===== src/masked_gray_level_quantizer_top_defines.svh =====
// assertion macros for the masked gray level quantizer
// used by the top level; expects clk and rst in the including scope
`ifndef MASKED_GRAY_LEVEL_QUANTIZER_TOP_DEFINES_SVH
`define MASKED_GRAY_LEVEL_QUANTIZER_TOP_DEFINES_SVH

`ifndef SYNTH
// checked only out of reset
`define MGLQ_ASSERT(name, prop, msg) \
  name: assert property (@(posedge clk) disable iff (rst) prop) else $error(msg);
// checked at every edge, reset included
`define MGLQ_ASSERT_ALWAYS(name, prop, msg) \
  name: assert property (@(posedge clk) prop) else $error(msg);
`else
`define MGLQ_ASSERT(name, prop, msg)
`define MGLQ_ASSERT_ALWAYS(name, prop, msg)
`endif

`endif


===== src/mglq_pkg.sv =====
// shared types, codes and constants of the masked gray level quantizer
// no dependencies
`timescale 1ns / 1ps
`default_nettype none

package mglq_pkg;

  localparam int PIXEL_BITS = 16;
  localparam int COUNT_BITS = 24;
  localparam int DIV_BITS   = 24;
  localparam int LEVEL_BITS = 9;

  localparam logic [7:0] MASK_INSIDE = 8'd255;

  // actions
  localparam logic [1:0] ACT_CLEAR    = 2'd0;
  localparam logic [1:0] ACT_MEASURE  = 2'd1;
  localparam logic [1:0] ACT_QUANTIZE = 2'd2;

  // methods
  localparam logic [1:0] MTH_FIXED_RANGE = 2'd0;
  localparam logic [1:0] MTH_REGION      = 2'd1;
  localparam logic [1:0] MTH_BIN_WIDTH   = 2'd2;
  localparam logic [1:0] MTH_PASS        = 2'd3;

  // error codes
  localparam logic [2:0] ERR_NONE          = 3'd0;
  localparam logic [2:0] ERR_EMPTY_REGION  = 3'd1;
  localparam logic [2:0] ERR_TOO_MANY_BINS = 3'd2;
  localparam logic [2:0] ERR_VALUE_LARGE   = 3'd3;
  localparam logic [2:0] ERR_RANGE_REV     = 3'd4;

  // register indexes
  localparam logic [2:0] REG_METHOD      = 3'd0;
  localparam logic [2:0] REG_LEVEL_COUNT = 3'd1;
  localparam logic [2:0] REG_RANGE_LOW   = 3'd2;
  localparam logic [2:0] REG_RANGE_HIGH  = 3'd3;
  localparam logic [2:0] REG_BIN_WIDTH   = 3'd4;

  typedef logic [PIXEL_BITS-1:0] pixel_t;
  typedef logic [COUNT_BITS-1:0] count_t;
  typedef logic [DIV_BITS-1:0]   div_word_t;

  typedef struct packed {
    logic [1:0] action;
    pixel_t     pixel_value;
    logic [7:0] mask_byte;
  } pixel_item_t;

  typedef struct packed {
    logic [7:0] level;
    logic [2:0] error_code;
    pixel_t     lower_bound;
    pixel_t     upper_bound;
    count_t     inside_count;
  } result_item_t;

  typedef struct packed {
    logic [1:0]            method;
    logic [LEVEL_BITS-1:0] level_count;
    pixel_t                range_low;
    pixel_t                range_high;
    logic [23:0]           bin_width_fx;
  } cfg_t;

  typedef struct packed {
    logic   clear;
    logic   measure;
    pixel_t value;
  } stats_upd_t;

  typedef struct packed {
    pixel_t region_min;
    pixel_t region_max;
    count_t region_count;
  } stats_t;

  typedef struct packed {
    logic      start;
    div_word_t dividend;
    div_word_t divisor;
  } div_cmd_t;

  typedef struct packed {
    logic      done;
    div_word_t quotient;
  } div_rsp_t;

endpackage

`default_nettype wire


===== src/mglq_cfg.sv =====
// configuration registers behind an apb-style port
// depends on mglq_pkg
`timescale 1ns / 1ps
`default_nettype none

module mglq_cfg (
  input  wire logic           clk,
  input  wire logic           rst,
  input  wire logic           psel,
  input  wire logic           penable,
  input  wire logic           pwrite,
  input  wire logic [4:0]     paddr,
  input  wire logic [31:0]    pwdata,
  output logic      [31:0]    prdata,
  output logic                pready,
  output mglq_pkg::cfg_t      cfg
);

  logic       wr_en;
  logic [2:0] reg_index;

  assign pready    = 1'b1;
  assign wr_en     = psel && penable && pwrite;
  assign reg_index = paddr[4:2];

  always_ff @(posedge clk) begin
    if (rst) begin
      cfg.method       <= mglq_pkg::MTH_REGION;
      cfg.level_count  <= 9'd256;
      cfg.range_low    <= '0;
      cfg.range_high   <= '1;
      cfg.bin_width_fx <= 24'd256;
    end else if (wr_en) begin
      unique case (reg_index)
        mglq_pkg::REG_METHOD:      cfg.method       <= pwdata[1:0];
        mglq_pkg::REG_LEVEL_COUNT: cfg.level_count  <= pwdata[8:0];
        mglq_pkg::REG_RANGE_LOW:   cfg.range_low    <= pwdata[15:0];
        mglq_pkg::REG_RANGE_HIGH:  cfg.range_high   <= pwdata[15:0];
        mglq_pkg::REG_BIN_WIDTH:   cfg.bin_width_fx <= pwdata[23:0];
        default: ;
      endcase
    end
  end

  always_comb begin
    unique case (reg_index)
      mglq_pkg::REG_METHOD:      prdata = {30'd0, cfg.method};
      mglq_pkg::REG_LEVEL_COUNT: prdata = {23'd0, cfg.level_count};
      mglq_pkg::REG_RANGE_LOW:   prdata = {16'd0, cfg.range_low};
      mglq_pkg::REG_RANGE_HIGH:  prdata = {16'd0, cfg.range_high};
      mglq_pkg::REG_BIN_WIDTH:   prdata = {8'd0, cfg.bin_width_fx};
      default:                   prdata = '0;
    endcase
  end

endmodule

`default_nettype wire


===== src/mglq_stats.sv =====
// region statistics: running minimum, maximum and saturating count
// depends on mglq_pkg
`timescale 1ns / 1ps
`default_nettype none

module mglq_stats (
  input  wire logic                 clk,
  input  wire logic                 rst,
  input  wire mglq_pkg::stats_upd_t upd,
  output mglq_pkg::stats_t          stats
);

  always_ff @(posedge clk) begin
    if (rst || upd.clear) begin
      stats.region_min   <= '1;
      stats.region_max   <= '0;
      stats.region_count <= '0;
    end else if (upd.measure) begin
      if (upd.value < stats.region_min) begin
        stats.region_min <= upd.value;
      end
      if (upd.value > stats.region_max) begin
        stats.region_max <= upd.value;
      end
      // saturate at all ones
      if (stats.region_count != '1) begin
        stats.region_count <= stats.region_count + 1'b1;
      end
    end
  end

endmodule

`default_nettype wire


===== src/mglq_div.sv =====
// shared radix-2 restoring divider, one quotient bit per cycle
// depends on mglq_pkg
`timescale 1ns / 1ps
`default_nettype none

module mglq_div (
  input  wire logic               clk,
  input  wire logic               rst,
  input  wire mglq_pkg::div_cmd_t cmd,
  output mglq_pkg::div_rsp_t      rsp
);

  localparam int DW = mglq_pkg::DIV_BITS;
  localparam int CW = $clog2(DW + 1);

  logic          busy;
  logic [CW-1:0] cnt;
  logic [DW-1:0] rem;
  logic [DW-1:0] quo;
  logic [DW-1:0] divisor;
  logic [DW:0]   shifted;
  logic [DW+1:0] trial;

  assign shifted = {rem, quo[DW-1]};
  assign trial   = {1'b0, shifted} - {2'b00, divisor};

  always_ff @(posedge clk) begin
    if (rst) begin
      busy     <= 1'b0;
      cnt      <= '0;
      rsp.done <= 1'b0;
    end else begin
      rsp.done <= busy && (cnt == CW'(1));
      if (cmd.start) begin
        busy <= 1'b1;
        cnt  <= CW'(DW);
      end else if (busy) begin
        cnt  <= cnt - 1'b1;
        busy <= (cnt != CW'(1));
      end
    end
  end

  always_ff @(posedge clk) begin
    if (cmd.start) begin
      rem     <= '0;
      quo     <= cmd.dividend;
      divisor <= cmd.divisor;
    end else if (busy) begin
      if (!trial[DW+1]) begin
        rem <= trial[DW-1:0];
        quo <= {quo[DW-2:0], 1'b1};
      end else begin
        rem <= shifted[DW-1:0];
        quo <= {quo[DW-2:0], 1'b0};
      end
    end
  end

  assign rsp.quotient = quo;

endmodule

`default_nettype wire


===== src/masked_gray_level_quantizer_top.sv =====
// masked gray level quantizer: top level with the item sequencer
// depends on mglq_pkg, mglq_cfg, mglq_stats, mglq_div and the defines header
//
//  channel  | direction | handshake                    | payload
//  ---------+-----------+------------------------------+------------------------------
//  pixel    | in        | pixel_valid / pixel_stall    | action, pixel_value, mask_byte
//  result   | out       | result_valid / result_stall  | level, error_code, bounds, count
//  apb      | in        | psel / penable / pready      | paddr, pwdata, prdata
//
//  clear, measure and ignored items: no result, the pixel input stays free for the next item
//  quantize item: setup, then in bin width mode a bin count division (check), then the level
//    division (scale, level div) for a value in the mask and above the lower bound, then done;
//    pass mode, a setup error or too many bins skip the level division
//  rst is synchronous: configuration registers, region statistics and the sequencer reset at once
//  a stalled result holds the sequencer in its final state and keeps pixel_stall high
`timescale 1ns / 1ps
`default_nettype none
`include "masked_gray_level_quantizer_top_defines.svh"

module masked_gray_level_quantizer_top (
  input  wire logic                   clk,
  input  wire logic                   rst,
  // configuration port
  input  wire logic                   psel,
  input  wire logic                   penable,
  input  wire logic                   pwrite,
  input  wire logic [4:0]             paddr,
  input  wire logic [31:0]            pwdata,
  output logic      [31:0]            prdata,
  output logic                        pready,
  // pixel items
  input  wire logic                   pixel_valid,
  output logic                        pixel_stall,
  input  wire mglq_pkg::pixel_item_t  pixel,
  // result items
  output logic                        result_valid,
  input  wire logic                   result_stall,
  output mglq_pkg::result_item_t      result
);

  // sequencer states
  localparam logic [2:0] S_IDLE      = 3'd0;
  localparam logic [2:0] S_SETUP     = 3'd1;
  localparam logic [2:0] S_CHECK     = 3'd2;
  localparam logic [2:0] S_SCALE     = 3'd3;
  localparam logic [2:0] S_LEVEL_DIV = 3'd4;
  localparam logic [2:0] S_DONE      = 3'd5;

  localparam int LB = mglq_pkg::LEVEL_BITS;
  localparam int DW = mglq_pkg::DIV_BITS;

  mglq_pkg::cfg_t       cfg;
  mglq_pkg::stats_t     stats;
  mglq_pkg::stats_upd_t stats_upd;
  mglq_pkg::div_cmd_t   div_cmd;
  mglq_pkg::div_rsp_t   div_rsp;

  logic [2:0]          state;
  logic [2:0]          state_next;

  // captured item and per-item working registers
  mglq_pkg::pixel_t    value;
  logic                in_mask;
  mglq_pkg::pixel_t    lower;
  mglq_pkg::pixel_t    upper;
  logic [2:0]          err;
  logic [LB-1:0]       levels;
  logic [7:0]          level;

  logic                accept;
  logic                item_inside;
  logic                out_free;

  // setup evaluation
  logic [LB-1:0]       levels_s;
  mglq_pkg::pixel_t    lower_s;
  mglq_pkg::pixel_t    upper_s;
  logic [2:0]          err_s;
  logic [LB-1:0]       levels_m1;
  logic [7:0]          pass_level;

  // scaling datapath
  mglq_pkg::pixel_t    diff;
  logic [16:0]         span;
  logic [24:0]         product;
  logic [DW-1:0]       quot_sat_ref;
  logic [7:0]          quot_level;

  mglq_cfg u_cfg (
    .clk     (clk),
    .rst     (rst),
    .psel    (psel),
    .penable (penable),
    .pwrite  (pwrite),
    .paddr   (paddr),
    .pwdata  (pwdata),
    .prdata  (prdata),
    .pready  (pready),
    .cfg     (cfg)
  );

  mglq_stats u_stats (
    .clk   (clk),
    .rst   (rst),
    .upd   (stats_upd),
    .stats (stats)
  );

  mglq_div u_div (
    .clk (clk),
    .rst (rst),
    .cmd (div_cmd),
    .rsp (div_rsp)
  );

  // input side: one item at a time, stats change only on accept
  assign pixel_stall = (state != S_IDLE);
  assign accept      = pixel_valid && !pixel_stall;
  assign item_inside = (pixel.mask_byte == mglq_pkg::MASK_INSIDE);

  assign stats_upd.clear   = accept && (pixel.action == mglq_pkg::ACT_CLEAR);
  assign stats_upd.measure = accept && (pixel.action == mglq_pkg::ACT_MEASURE) && item_inside;
  assign stats_upd.value   = pixel.pixel_value;

  assign out_free = !result_valid || !result_stall;

  // level count clamped to 2..256
  always_comb begin
    if (cfg.level_count < LB'(2)) begin
      levels_s = LB'(2);
    end else if (cfg.level_count > LB'(256)) begin
      levels_s = LB'(256);
    end else begin
      levels_s = cfg.level_count;
    end
  end

  // bounds and setup checks, first match wins
  always_comb begin
    lower_s = '0;
    upper_s = '0;
    err_s   = mglq_pkg::ERR_NONE;
    if ((cfg.method == mglq_pkg::MTH_REGION || cfg.method == mglq_pkg::MTH_BIN_WIDTH)
        && stats.region_count == '0) begin
      err_s = mglq_pkg::ERR_EMPTY_REGION;
    end else if (cfg.method == mglq_pkg::MTH_FIXED_RANGE) begin
      lower_s = cfg.range_low;
      upper_s = cfg.range_high;
      if (cfg.range_high < cfg.range_low) begin
        err_s = mglq_pkg::ERR_RANGE_REV;
      end
    end else if (cfg.method == mglq_pkg::MTH_REGION) begin
      lower_s = stats.region_min;
      upper_s = stats.region_max;
    end else if (cfg.method == mglq_pkg::MTH_BIN_WIDTH) begin
      lower_s = stats.region_min;
      upper_s = stats.region_max;
      if (cfg.bin_width_fx == '0) begin
        err_s = mglq_pkg::ERR_TOO_MANY_BINS;
      end
    end else begin
      upper_s = 16'(levels_s - 1'b1);
      if (stats.region_count != '0 && stats.region_max >= 16'(levels_s)) begin
        err_s = mglq_pkg::ERR_VALUE_LARGE;
      end
    end
  end

  // pass-through level, saturated at levels-1
  always_comb begin
    levels_m1 = levels_s - 1'b1;
    if (value > 16'(levels_m1)) begin
      pass_level = levels_m1[7:0];
    end else begin
      pass_level = value[7:0];
    end
  end

  // scaling operands for the level division
  assign diff    = value - lower;
  assign span    = {1'b0, upper - lower} + 17'd1;
  assign product = diff * levels;

  // quotient saturated at levels-1
  assign quot_sat_ref = DW'(levels - 1'b1);
  assign quot_level   = (div_rsp.quotient > quot_sat_ref) ? quot_sat_ref[7:0]
                                                          : div_rsp.quotient[7:0];

  // divider requests: bin count check from setup in bin width mode, level division from scale
  always_comb begin
    div_cmd.start    = 1'b0;
    div_cmd.dividend = '0;
    div_cmd.divisor  = '0;
    if (state == S_SETUP && cfg.method == mglq_pkg::MTH_BIN_WIDTH
        && err_s == mglq_pkg::ERR_NONE) begin
      div_cmd.start    = 1'b1;
      div_cmd.dividend = {upper_s - lower_s, 8'd0};
      div_cmd.divisor  = cfg.bin_width_fx;
    end else if (state == S_SCALE) begin
      div_cmd.start = 1'b1;
      if (cfg.method == mglq_pkg::MTH_BIN_WIDTH) begin
        div_cmd.dividend = {diff, 8'd0};
        div_cmd.divisor  = cfg.bin_width_fx;
      end else begin
        div_cmd.dividend = product[DW-1:0];
        div_cmd.divisor  = DW'(span);
      end
    end
  end

  // sequencer next state
  always_comb begin
    state_next = state;
    unique case (state)
      S_IDLE: begin
        if (accept && pixel.action == mglq_pkg::ACT_QUANTIZE) begin
          state_next = S_SETUP;
        end
      end
      S_SETUP: begin
        if (err_s != mglq_pkg::ERR_NONE) begin
          state_next = S_DONE;
        end else if (cfg.method == mglq_pkg::MTH_BIN_WIDTH) begin
          state_next = S_CHECK;
        end else if (cfg.method == mglq_pkg::MTH_PASS) begin
          state_next = S_DONE;
        end else if (in_mask && value > lower_s) begin
          state_next = S_SCALE;
        end else begin
          state_next = S_DONE;
        end
      end
      S_CHECK: begin
        if (div_rsp.done) begin
          if (div_rsp.quotient >= DW'(levels)) begin
            state_next = S_DONE;
          end else if (in_mask && value > lower) begin
            state_next = S_SCALE;
          end else begin
            state_next = S_DONE;
          end
        end
      end
      S_SCALE: begin
        state_next = S_LEVEL_DIV;
      end
      S_LEVEL_DIV: begin
        if (div_rsp.done) begin
          state_next = S_DONE;
        end
      end
      S_DONE: begin
        if (out_free) begin
          state_next = S_IDLE;
        end
      end
      default: begin
        state_next = S_IDLE;
      end
    endcase
  end

  always_ff @(posedge clk) begin
    if (rst) begin
      state <= S_IDLE;
    end else begin
      state <= state_next;
    end
  end

  // working registers
  always_ff @(posedge clk) begin
    if (accept) begin
      value   <= pixel.pixel_value;
      in_mask <= item_inside;
    end
    if (state == S_SETUP) begin
      lower  <= lower_s;
      upper  <= upper_s;
      err    <= err_s;
      levels <= levels_s;
      if (err_s == mglq_pkg::ERR_NONE && cfg.method == mglq_pkg::MTH_PASS && in_mask) begin
        level <= pass_level;
      end else begin
        level <= '0;
      end
    end
    if (state == S_CHECK && div_rsp.done && div_rsp.quotient >= DW'(levels)) begin
      err <= mglq_pkg::ERR_TOO_MANY_BINS;
    end
    if (state == S_LEVEL_DIV && div_rsp.done) begin
      level <= quot_level;
    end
  end

  // output register
  always_ff @(posedge clk) begin
    if (rst) begin
      result_valid <= 1'b0;
    end else if (state == S_DONE && out_free) begin
      result_valid <= 1'b1;
    end else if (!result_stall) begin
      result_valid <= 1'b0;
    end
  end

  always_ff @(posedge clk) begin
    if (state == S_DONE && out_free) begin
      result.level        <= level;
      result.error_code   <= err;
      result.lower_bound  <= lower;
      result.upper_bound  <= upper;
      result.inside_count <= stats.region_count;
    end
  end

  // an item with an error code never reports a nonzero level
  `MGLQ_ASSERT_ALWAYS(a_err_level_zero, (result_valid && result.error_code != mglq_pkg::ERR_NONE) |-> (result.level == '0), "level nonzero on error")
  // the divider is started only by the setup check or the scale step
  `MGLQ_ASSERT(a_div_start_src, div_cmd.start |-> (state == S_SETUP || state == S_SCALE), "divider started out of sequence")
  // a division finishes only while the sequencer waits for it
  `MGLQ_ASSERT(a_div_done_wait, div_rsp.done |-> (state == S_CHECK || state == S_LEVEL_DIV), "division finished unattended")
  // region statistics hold while an item is in work
  `MGLQ_ASSERT(a_stats_hold, (state != S_IDLE) |=> $stable(stats), "statistics changed while busy")

endmodule

`default_nettype wire

===== config.mk =====
export PLATFORM = sky130hd
export DESIGN_NAME = masked_gray_level_quantizer_top
export DESIGN_NICKNAME = d
export VERILOG_FILES = /design/src/mglq_pkg.sv /design/src/mglq_cfg.sv /design/src/mglq_stats.sv /design/src/mglq_div.sv /design/src/masked_gray_level_quantizer_top.sv
export VERILOG_INCLUDE_DIRS = /design/src /design/src/src
export SDC_FILE = /design/constraint.sdc
export NUM_CORES = 1
export LEC_CHECK = 0
export BUFFER_PORTS_ARGS = -buffer_cell sky130_fd_sc_hd__buf_4
export CORE_MARGIN = 8
export CORE_UTILIZATION = 45
export DETAILED_ROUTE_END_ITERATION = 12
export PLACE_DENSITY = 0.68
export SETUP_SLACK_MARGIN = 0.4
export SYNTH_ARGS = -nofsm -noshare
export SYNTH_HDL_FRONTEND = slang
export SYNTH_SLANG_ARGS = --single-unit

===== constraint.sdc =====
create_clock -name clk -period 8.5 [get_ports clk]
set_input_delay 0.425 -clock clk [delete_from_list [all_inputs] [get_ports clk]]
set_output_delay 0.425 -clock clk [all_outputs]
set_load 0.01 [all_outputs]

==> results of run 1 <==
cell type report:
type,count,area [sq um],area share (%)
Tap cell,756,946,3.26
Sequential cell,342,8660,29.8
Multi-Input combinational cell,2114,15500,53.5
Clock inverter,19,253,0.870
Inverter,290,1090,3.75
Timing Repair Buffer,184,1380,4.75
Clock buffer,55,1180,4.07
metrics by stage:
| step | std cells | hold WS, ps | instance area, sq um | util (%) |
|---|---|---|---|---|
| floorplan | 2868 | 400 | 25700 | - |
| global placement | 3686 | 424 | 27600 | 48.9 |
| detailed placement | 3686 | 417 | 27600 | 48.9 |
| CTS | 3760 | 62.9 | 29100 | 51.4 |
| global route | 3760 | 68.8 | 29100 | 51.4 |
| finish | 3760 | 78.2 | 29100 | 51.4 |
worst max-delay path: cells and delay by family (launching register included):
family,cells,cell delay [ps]
flip-flops,1,410
AND/OR/NAND/NOR,9,1890
AO/OA/AOI/OAI,8,1640
buffers and inverters,6,650
adder cells (fa/ha/maj),7,2750
synthesized netlist by cell type (all sizes together), types with 56 or more instances:
master | number | share of area [%]
xnor2 | 64 | 2.2
inv | 288 | 4.2
a21oi | 162 | 3.2
nor2 | 180 | 2.6
clkbuf | 95 | 1.4
and2 | 86 | 2.1
nand3 | 81 | 1.6
nand2 | 320 | 4.7
dfxtp | 161 | 13
o21ai | 146 | 2.9
edfxtp | 181 | 21
nor3 | 56 | 1.1
fa | 102 | 7.9
mux2i | 63 | 2.5
ha | 237 | 12
sequential cells by signal, summed over array words and instances, names as in the netlist, 3 cells and up:
register / flops
err: 3
u_stats.stats: 56
u_cfg.cfg: 67
lower: 16
u_div.quo: 24
value: 16
u_div.cnt: 5
u_div.divisor: 24
level: 8
upper: 16
levels: 9
u_div.rem: 24
result: 67
state: 3
cells by family (layout without fill, tap and decap cells):
family	count (synthesis)	after routing	synth area share (%)
AOI/OAI and AO/OA	635	635	16.3
xor gates and xnor gates	97	97	3.30
adders and majority gates	339	339	19.5
buffers and inverters	412	548	6.21
DFF	342	342	33.7
muxes	71	71	2.80
other	2	9	0.0292
and+or+nand+nor	963	963	18.3
final timing paths:
kind	slack (ps)	cells past startpoint	endpoint
worst max-delay path	880	30	u_div.quo[18]
worst min-delay path	80	2	u_cfg.cfg[36]
worst max register to register	880	30	u_div.quo[18]
worst min register to register	430	0	result[65]
what timing repair did:
action | 4_1_cts | 5_1_grt
hold buffers | 0 | 0
buffers inserted | 0 | 0
endpoints found under the setup margin | 0 | 1
resized for setup | 0 | 1
routing by layer:
metal  up-vias  track usage (%)
met4         0             9.03
met2       771             40.0
met1     10576             31.4
li1      10252                -
met5         -                0
met3       157             3.45
==> out/results.ini, run 1 <==
[status]
status = completed

[sta]
rsz0062_at_grt = false
setup_ws_ps = 876
slew_viol_final = 0
fmax_mhz = 131
min_period_ps = 7620
worst_pin_slew_ps = 1280
skew_ps = 26.5
setup_viol = 0
timing.final.crit_share_pct = 89.7
tns_ps = 0
finalHoldViolations = 0
slew_headroom_pct = 14.6

[route]
viasPerCell = 5.79
drc_errors = 0
wl_met3_mm = 5.50
num_vias = 21756
routed_wl_mm = 79.7
drt_pass1_iterations = 6
drt_iter0_markers = 1700
wirelength_met1_mm = 33.5
wl_met2_mm = 37.6
wl_per_cell_um = 21.2
detail-route-antenna-nets = 0
dr.max_layer_used = met4

[finish]
drive_above_1_share_pct = 10.5
syn2layout_area_growth_pct = 13.0
nets = 3381
fill_cells = 5155
layout_common_cells = 320 x nand2_1, 287 x inv_1, 236 x ha_1, 184 x buf_4, 181 x edfxtp_1
layout.cells.most_common = nand2_1
num_antenna_cells = 0

[cts]
h-tree-depth = 2
cts.sinks = 342
clk-insertion-delay-late_ps = 570
cts_tree = built
root_buffer = clkbuf_16
numCtsBuffers = 40
clkSlewWorstSetupHoldPaths_ps = 60
cts_max_path_buffers = 3

[yosys]
synth_top_flop_cell = edfxtp_1
syn_area_per_cell_sq_um = 8.99
ys_ff_latch = 342
yosys_warnings = 0
synth_edf_count = 181
synth-async-reset-ratio_pct = 0
synth_area_sq_um = 25700
synth_seq_area_share_pct = 33.7
syn_inst = 2861
yosysUniqueCellTypes = 86

[critical_path]
required_ps = 8790
path_max_fanout = 10
crit_path_end_kind = flop
max_stage_delay_ps = 530
critical_path.slowest_cell = fa_1
crit_type = reg2reg
worst_setup_path_start_kind = flop
path_common_cell = fa_1
regToRegStartpoint = value[0]
arrival_ps = 7910
startpoint = value[0]

[floorplanning]
io_pins = 172
row_count = 87
die_h_um = 255
start_util_pct = 45.5
die_area_sq_um = 65100
die_width_um = 255
core-area_sq_um = 56500

[worst_hold_path]
holdCritPathClass = in2reg
hp-start = pwdata[12]

[job]
maxCapViolations = 0

[placed_design]
dp_hpwl_mm = 61.6
gp_congestion = 0.938
detailedPlace.worstSlack_ps = 974
io_buffers = 152

[grt]
grt_max_degree = 70
grt_pass1_vias = 21461
grt_antenna_before_repair = 2
grt_usage_pct = 24.0
grt_overflow = 0
grt_pass1_wl_mm = 123

Power of run 1 is not shown: default switching activity piles up to over one toggle a cycle in this logic, so the estimate is an artifact.
==> run 2, diff against run 1 <==
Settings changed: CORE_UTILIZATION 45 to 60, CTS_CLUSTER_DIAMETER set to 40, PLACE_DENSITY 0.68 to 0.85, SYNTH_HIERARCHICAL set to 1.
==> out/results.ini, run 2 <==
[status]
status = completed  ; unchanged

[critical_path]
arrival_ps = 8160  ; was 7910 ps
max_stage_delay_ps = 620  ; was 530 ps
critical_path.slowest_cell = nor4b_1  ; was fa_1
regToRegStartpoint = lower[0]  ; was value[0]
startpoint = lower[0]  ; was value[0]
path_max_fanout = 6  ; was 10
crit_type = reg2reg  ; unchanged
worst_setup_path_start_kind = flop  ; unchanged
required_ps = 8840  ; was 8790 ps
crit_path_end_kind = flop  ; unchanged
path_common_cell = fa_1  ; unchanged

[grt]
grtUsageMet2_pct = 48.1  ; was 40.0%
grt_pass1_wl_mm = 121  ; was 123 mm
grt_max_degree = 113  ; was 70
grt_use_met3_pct = 6.14  ; was 3.45%
grt_pass1_vias = 22341  ; was 21461
grt_antenna_before_repair = 0  ; was 2
grt_overflow = 0  ; unchanged
busiest_layer = met2  ; unchanged
grt.met1_usage_pct = 38.5  ; was 31.4%
grt_usage_pct = 30.0  ; was 24.0%

[sta]
setup_viol = 0  ; unchanged
holdWs_ps = 29.7  ; was 78.2 ps
tns_ps = 0  ; unchanged
skew_ps = 48.4  ; was 26.5 ps
finalHoldViolations = 0  ; unchanged
slew_viol_final = 0  ; unchanged
rsz0062_at_grt = false  ; unchanged
fmax_mhz = 128  ; was 131 MHz
worst_pin_slew_ps = 1300  ; was 1280 ps
setup_ws_ps = 678  ; was 876 ps
timing.final.crit_share_pct = 92.0  ; was 89.7%
slew_headroom_pct = 13.2  ; was 14.6%
min_period_ps = 7820  ; was 7620 ps

[floorplanning]
core-area_sq_um = 43100  ; was 56500 sq um
io_pins = 172  ; unchanged
die_area_sq_um = 50600  ; was 65100 sq um
die_width_um = 225  ; was 255 um
start_util_pct = 60.8  ; was 45.5%
die_h_um = 225  ; was 255 um
row_count = 76  ; was 87

[yosys]
synth_seq_area_share_pct = 33.0  ; was 33.7%
synth-async-reset-ratio_pct = 0  ; unchanged
syn_inst = 2886  ; was 2861
yosys_warnings = 6  ; was 0
syn_area_per_cell_sq_um = 9.08  ; was 8.99 sq um
yosysUniqueCellTypes = 99  ; was 86
synth_area_sq_um = 26200  ; was 25700 sq um
yosysTopAreaCell = edfxtp_1  ; unchanged
synth_edf_count = 181  ; unchanged
ys_ff_latch = 342  ; unchanged
netlist_top_cells_count = 280 x inv_1, 267 x nand2_1, 244 x nor2_1, 236 x ha_1, 181 x edfxtp_1  ; was 320 x nand2_1, 288 x inv_1, 237 x ha_1, 181 x edfxtp_1, 180 x nor2_1
ys_top_cells_by_area = edfxtp_1 21%, dfxtp_1 12%, ha_1 11%, fa_1 7.8%, inv_1 4.0%  ; was edfxtp_1 21%, dfxtp_1 13%, ha_1 12%, fa_1 7.9%, nand2_1 4.7%
synth.most_common_cell = inv_1  ; was nand2_1
synth_top_area_share_pct = 20.7  ; was 21.1%
synth_top_flop_cell = edfxtp_1  ; unchanged

[power_and_ir_drop]
p_switching_w = 0.00412
seqPwrFrac_pct = 19.1
clock_power_share_pct = 24.4
intPower_w = 0.00545
vdd_drop_max_v = 0.000569
swShare_pct = 43.1
p_comb_share_pct = 56.5
p_per_area_nw_per_um2 = 321
p_leak_nw = 13.0

[route]
drc_errors = 0  ; unchanged
drt_pass1_iterations = 7  ; was 6
drt_iter0_markers = 2103  ; was 1700
num_vias = 22476  ; was 21756
detail-route-antenna-nets = 0  ; unchanged
viasPerCell = 6.16  ; was 5.79
wl_per_cell_um = 21.3  ; was 21.2 um
routed_wl_mm = 77.8  ; was 79.7 mm

[finish]
num_antenna_cells = 0  ; unchanged
layout.cells.most_common = inv_1  ; was nand2_1
drive_above_1_share_pct = 13.0  ; was 10.5%
nets = 3420  ; was 3381
syn2layout_area_growth_pct = 13.8  ; was 13.0%
layout_common_cells = 278 x inv_1, 266 x nand2_1, 243 x nor2_1, 234 x ha_1, 181 x edfxtp_1  ; was 320 x nand2_1, 287 x inv_1, 236 x ha_1, 184 x buf_4, 181 x edfxtp_1
fill_cells = 3299  ; was 5155
reg_top3 = result x67, u_cfg/cfg x67, u_stats/stats x56  ; was result x67, u_cfg.cfg x67, u_stats.stats x56

[cts]
numCtsBuffers = 58  ; was 40
root_buffer = clkbuf_16  ; unchanged
cts_max_path_buffers = 3  ; unchanged
clk-insertion-delay-late_ps = 640  ; was 570 ps
h-tree-depth = 2  ; unchanged
cts_tree = built  ; unchanged
clkSlewWorstSetupHoldPaths_ps = 60  ; about the same
cts.sinks = 342  ; unchanged

[placed_design]
io_buffers = 152  ; unchanged
dp_hpwl_mm = 59.3  ; was 61.6 mm
detailedPlace.worstSlack_ps = 426  ; was 974 ps
gp_congestion = 1.00  ; was 0.938

[worst_hold_path]
holdCritPathClass = in2reg  ; unchanged
hp-start = pixel[16]  ; was pwdata[12]

[job]
maxCapViolations = 0  ; unchanged

[run 2: changes by cell type after synthesis, moves of 17 or more]
cell / before / now
and3_1: 12 / 29
a311oi_1: 2 / 20
nand2_1: 320 / 267
mux2i_1: 63 / 87
a31oi_1: 27 / 9
nand2b_1: 34 / 76
nand3_1: 80 / 48
nor2_1: 180 / 244
mux2_2: 8 / 34
o31a_1: 25 / 4
[run 2: path summary, 6_finish.rpt]
path         cells past startpoint             to  slack, ps
max                             28  u_div/quo[23]        680
min                              1       value[8]         30
max reg2reg                     28  u_div/quo[23]        680
min reg2reg                      0     result[61]        420
[run 2: cell families after synthesis]
| kind of cell | after synthesis | synth area share, % |
|---|---|---|
| buf+inv | 403 | 6.17 |
| other cells | 2 | 0.0287 |
| flops | 342 | 33.0 |
| compound gates | 557 | 13.7 |
| mux | 121 | 4.78 |
| simple gates | 1002 | 19.2 |
| fa+ha+maj | 338 | 19.1 |
| xor+xnor | 121 | 4.04 |
[run 2: power by group through the flow]
stage | registers [W] | logic (W) | clock network [W]
detailed placement | 0.00186 | 0.00513 | 0
global route | 0.00184 | 0.00604 | 0.00243
CTS | 0.00183 | 0.00521 | 0.00235
finish | 0.00183 | 0.00540 | 0.00233
floorplan | 0.00183 | 0.00401 | 0
global placement | 0.00186 | 0.00498 | 0
[run 2: per-layer routing]
metal	vias to the layer above	wire [um]
li1	10354	-
met1	10764	30900
met2	1098	35600
met3	260	7300
met4	0	3980
met5	-	0
[run 2: cell type report]
| type | count | area (sq um) | area share [%] |
|---|---|---|---|
| clock inverters | 45 | 433 | 1.45 |
| multi-input cells | 2148 | 16100 | 53.8 |
| flip-flops and latches | 342 | 8660 | 29.0 |
| clock buffers | 65 | 1540 | 5.16 |
| inverters | 283 | 1060 | 3.56 |
| well taps | 585 | 732 | 2.45 |
| repair buffers | 179 | 1340 | 4.51 |
[run 2: through the flow]
step | cell area [sq um] | power, W | util (%) | std cells
after CTS | 29700 | 0.00940 | 69.1 | 3645
after global placement | 27800 | 0.00684 | 64.5 | 3535
after global routing | 29800 | 0.0103 | 69.2 | 3647
final | 29800 | 0.00957 | 69.2 | 3647
after detailed placement | 27800 | 0.00699 | 64.5 | 3535
after floorplan | 26200 | 0.00584 | - | 2893
[run 2: what timing repair did]
item | CTS | global route
buffers inserted | 0 | 2
hold buffers | 0 | 0
pin swaps | 0 | 1
gates resized for setup | 1 | 15
setup endpoints to repair | 1 | 6
[run 2: worst max-delay path: cells and delay by family, from the launching register on]
kind                     cells  cell delay (ps)
adder cells (fa/ha/maj)      7             3120
AND/OR/NAND/NOR              8             1840
AO/OA/AOI/OAI                8             1490
flip-flops                   1              480
multiplexers                 2              470
buffers and inverters        3              160
No activity file was read; power rests on OpenSTA's default activity.
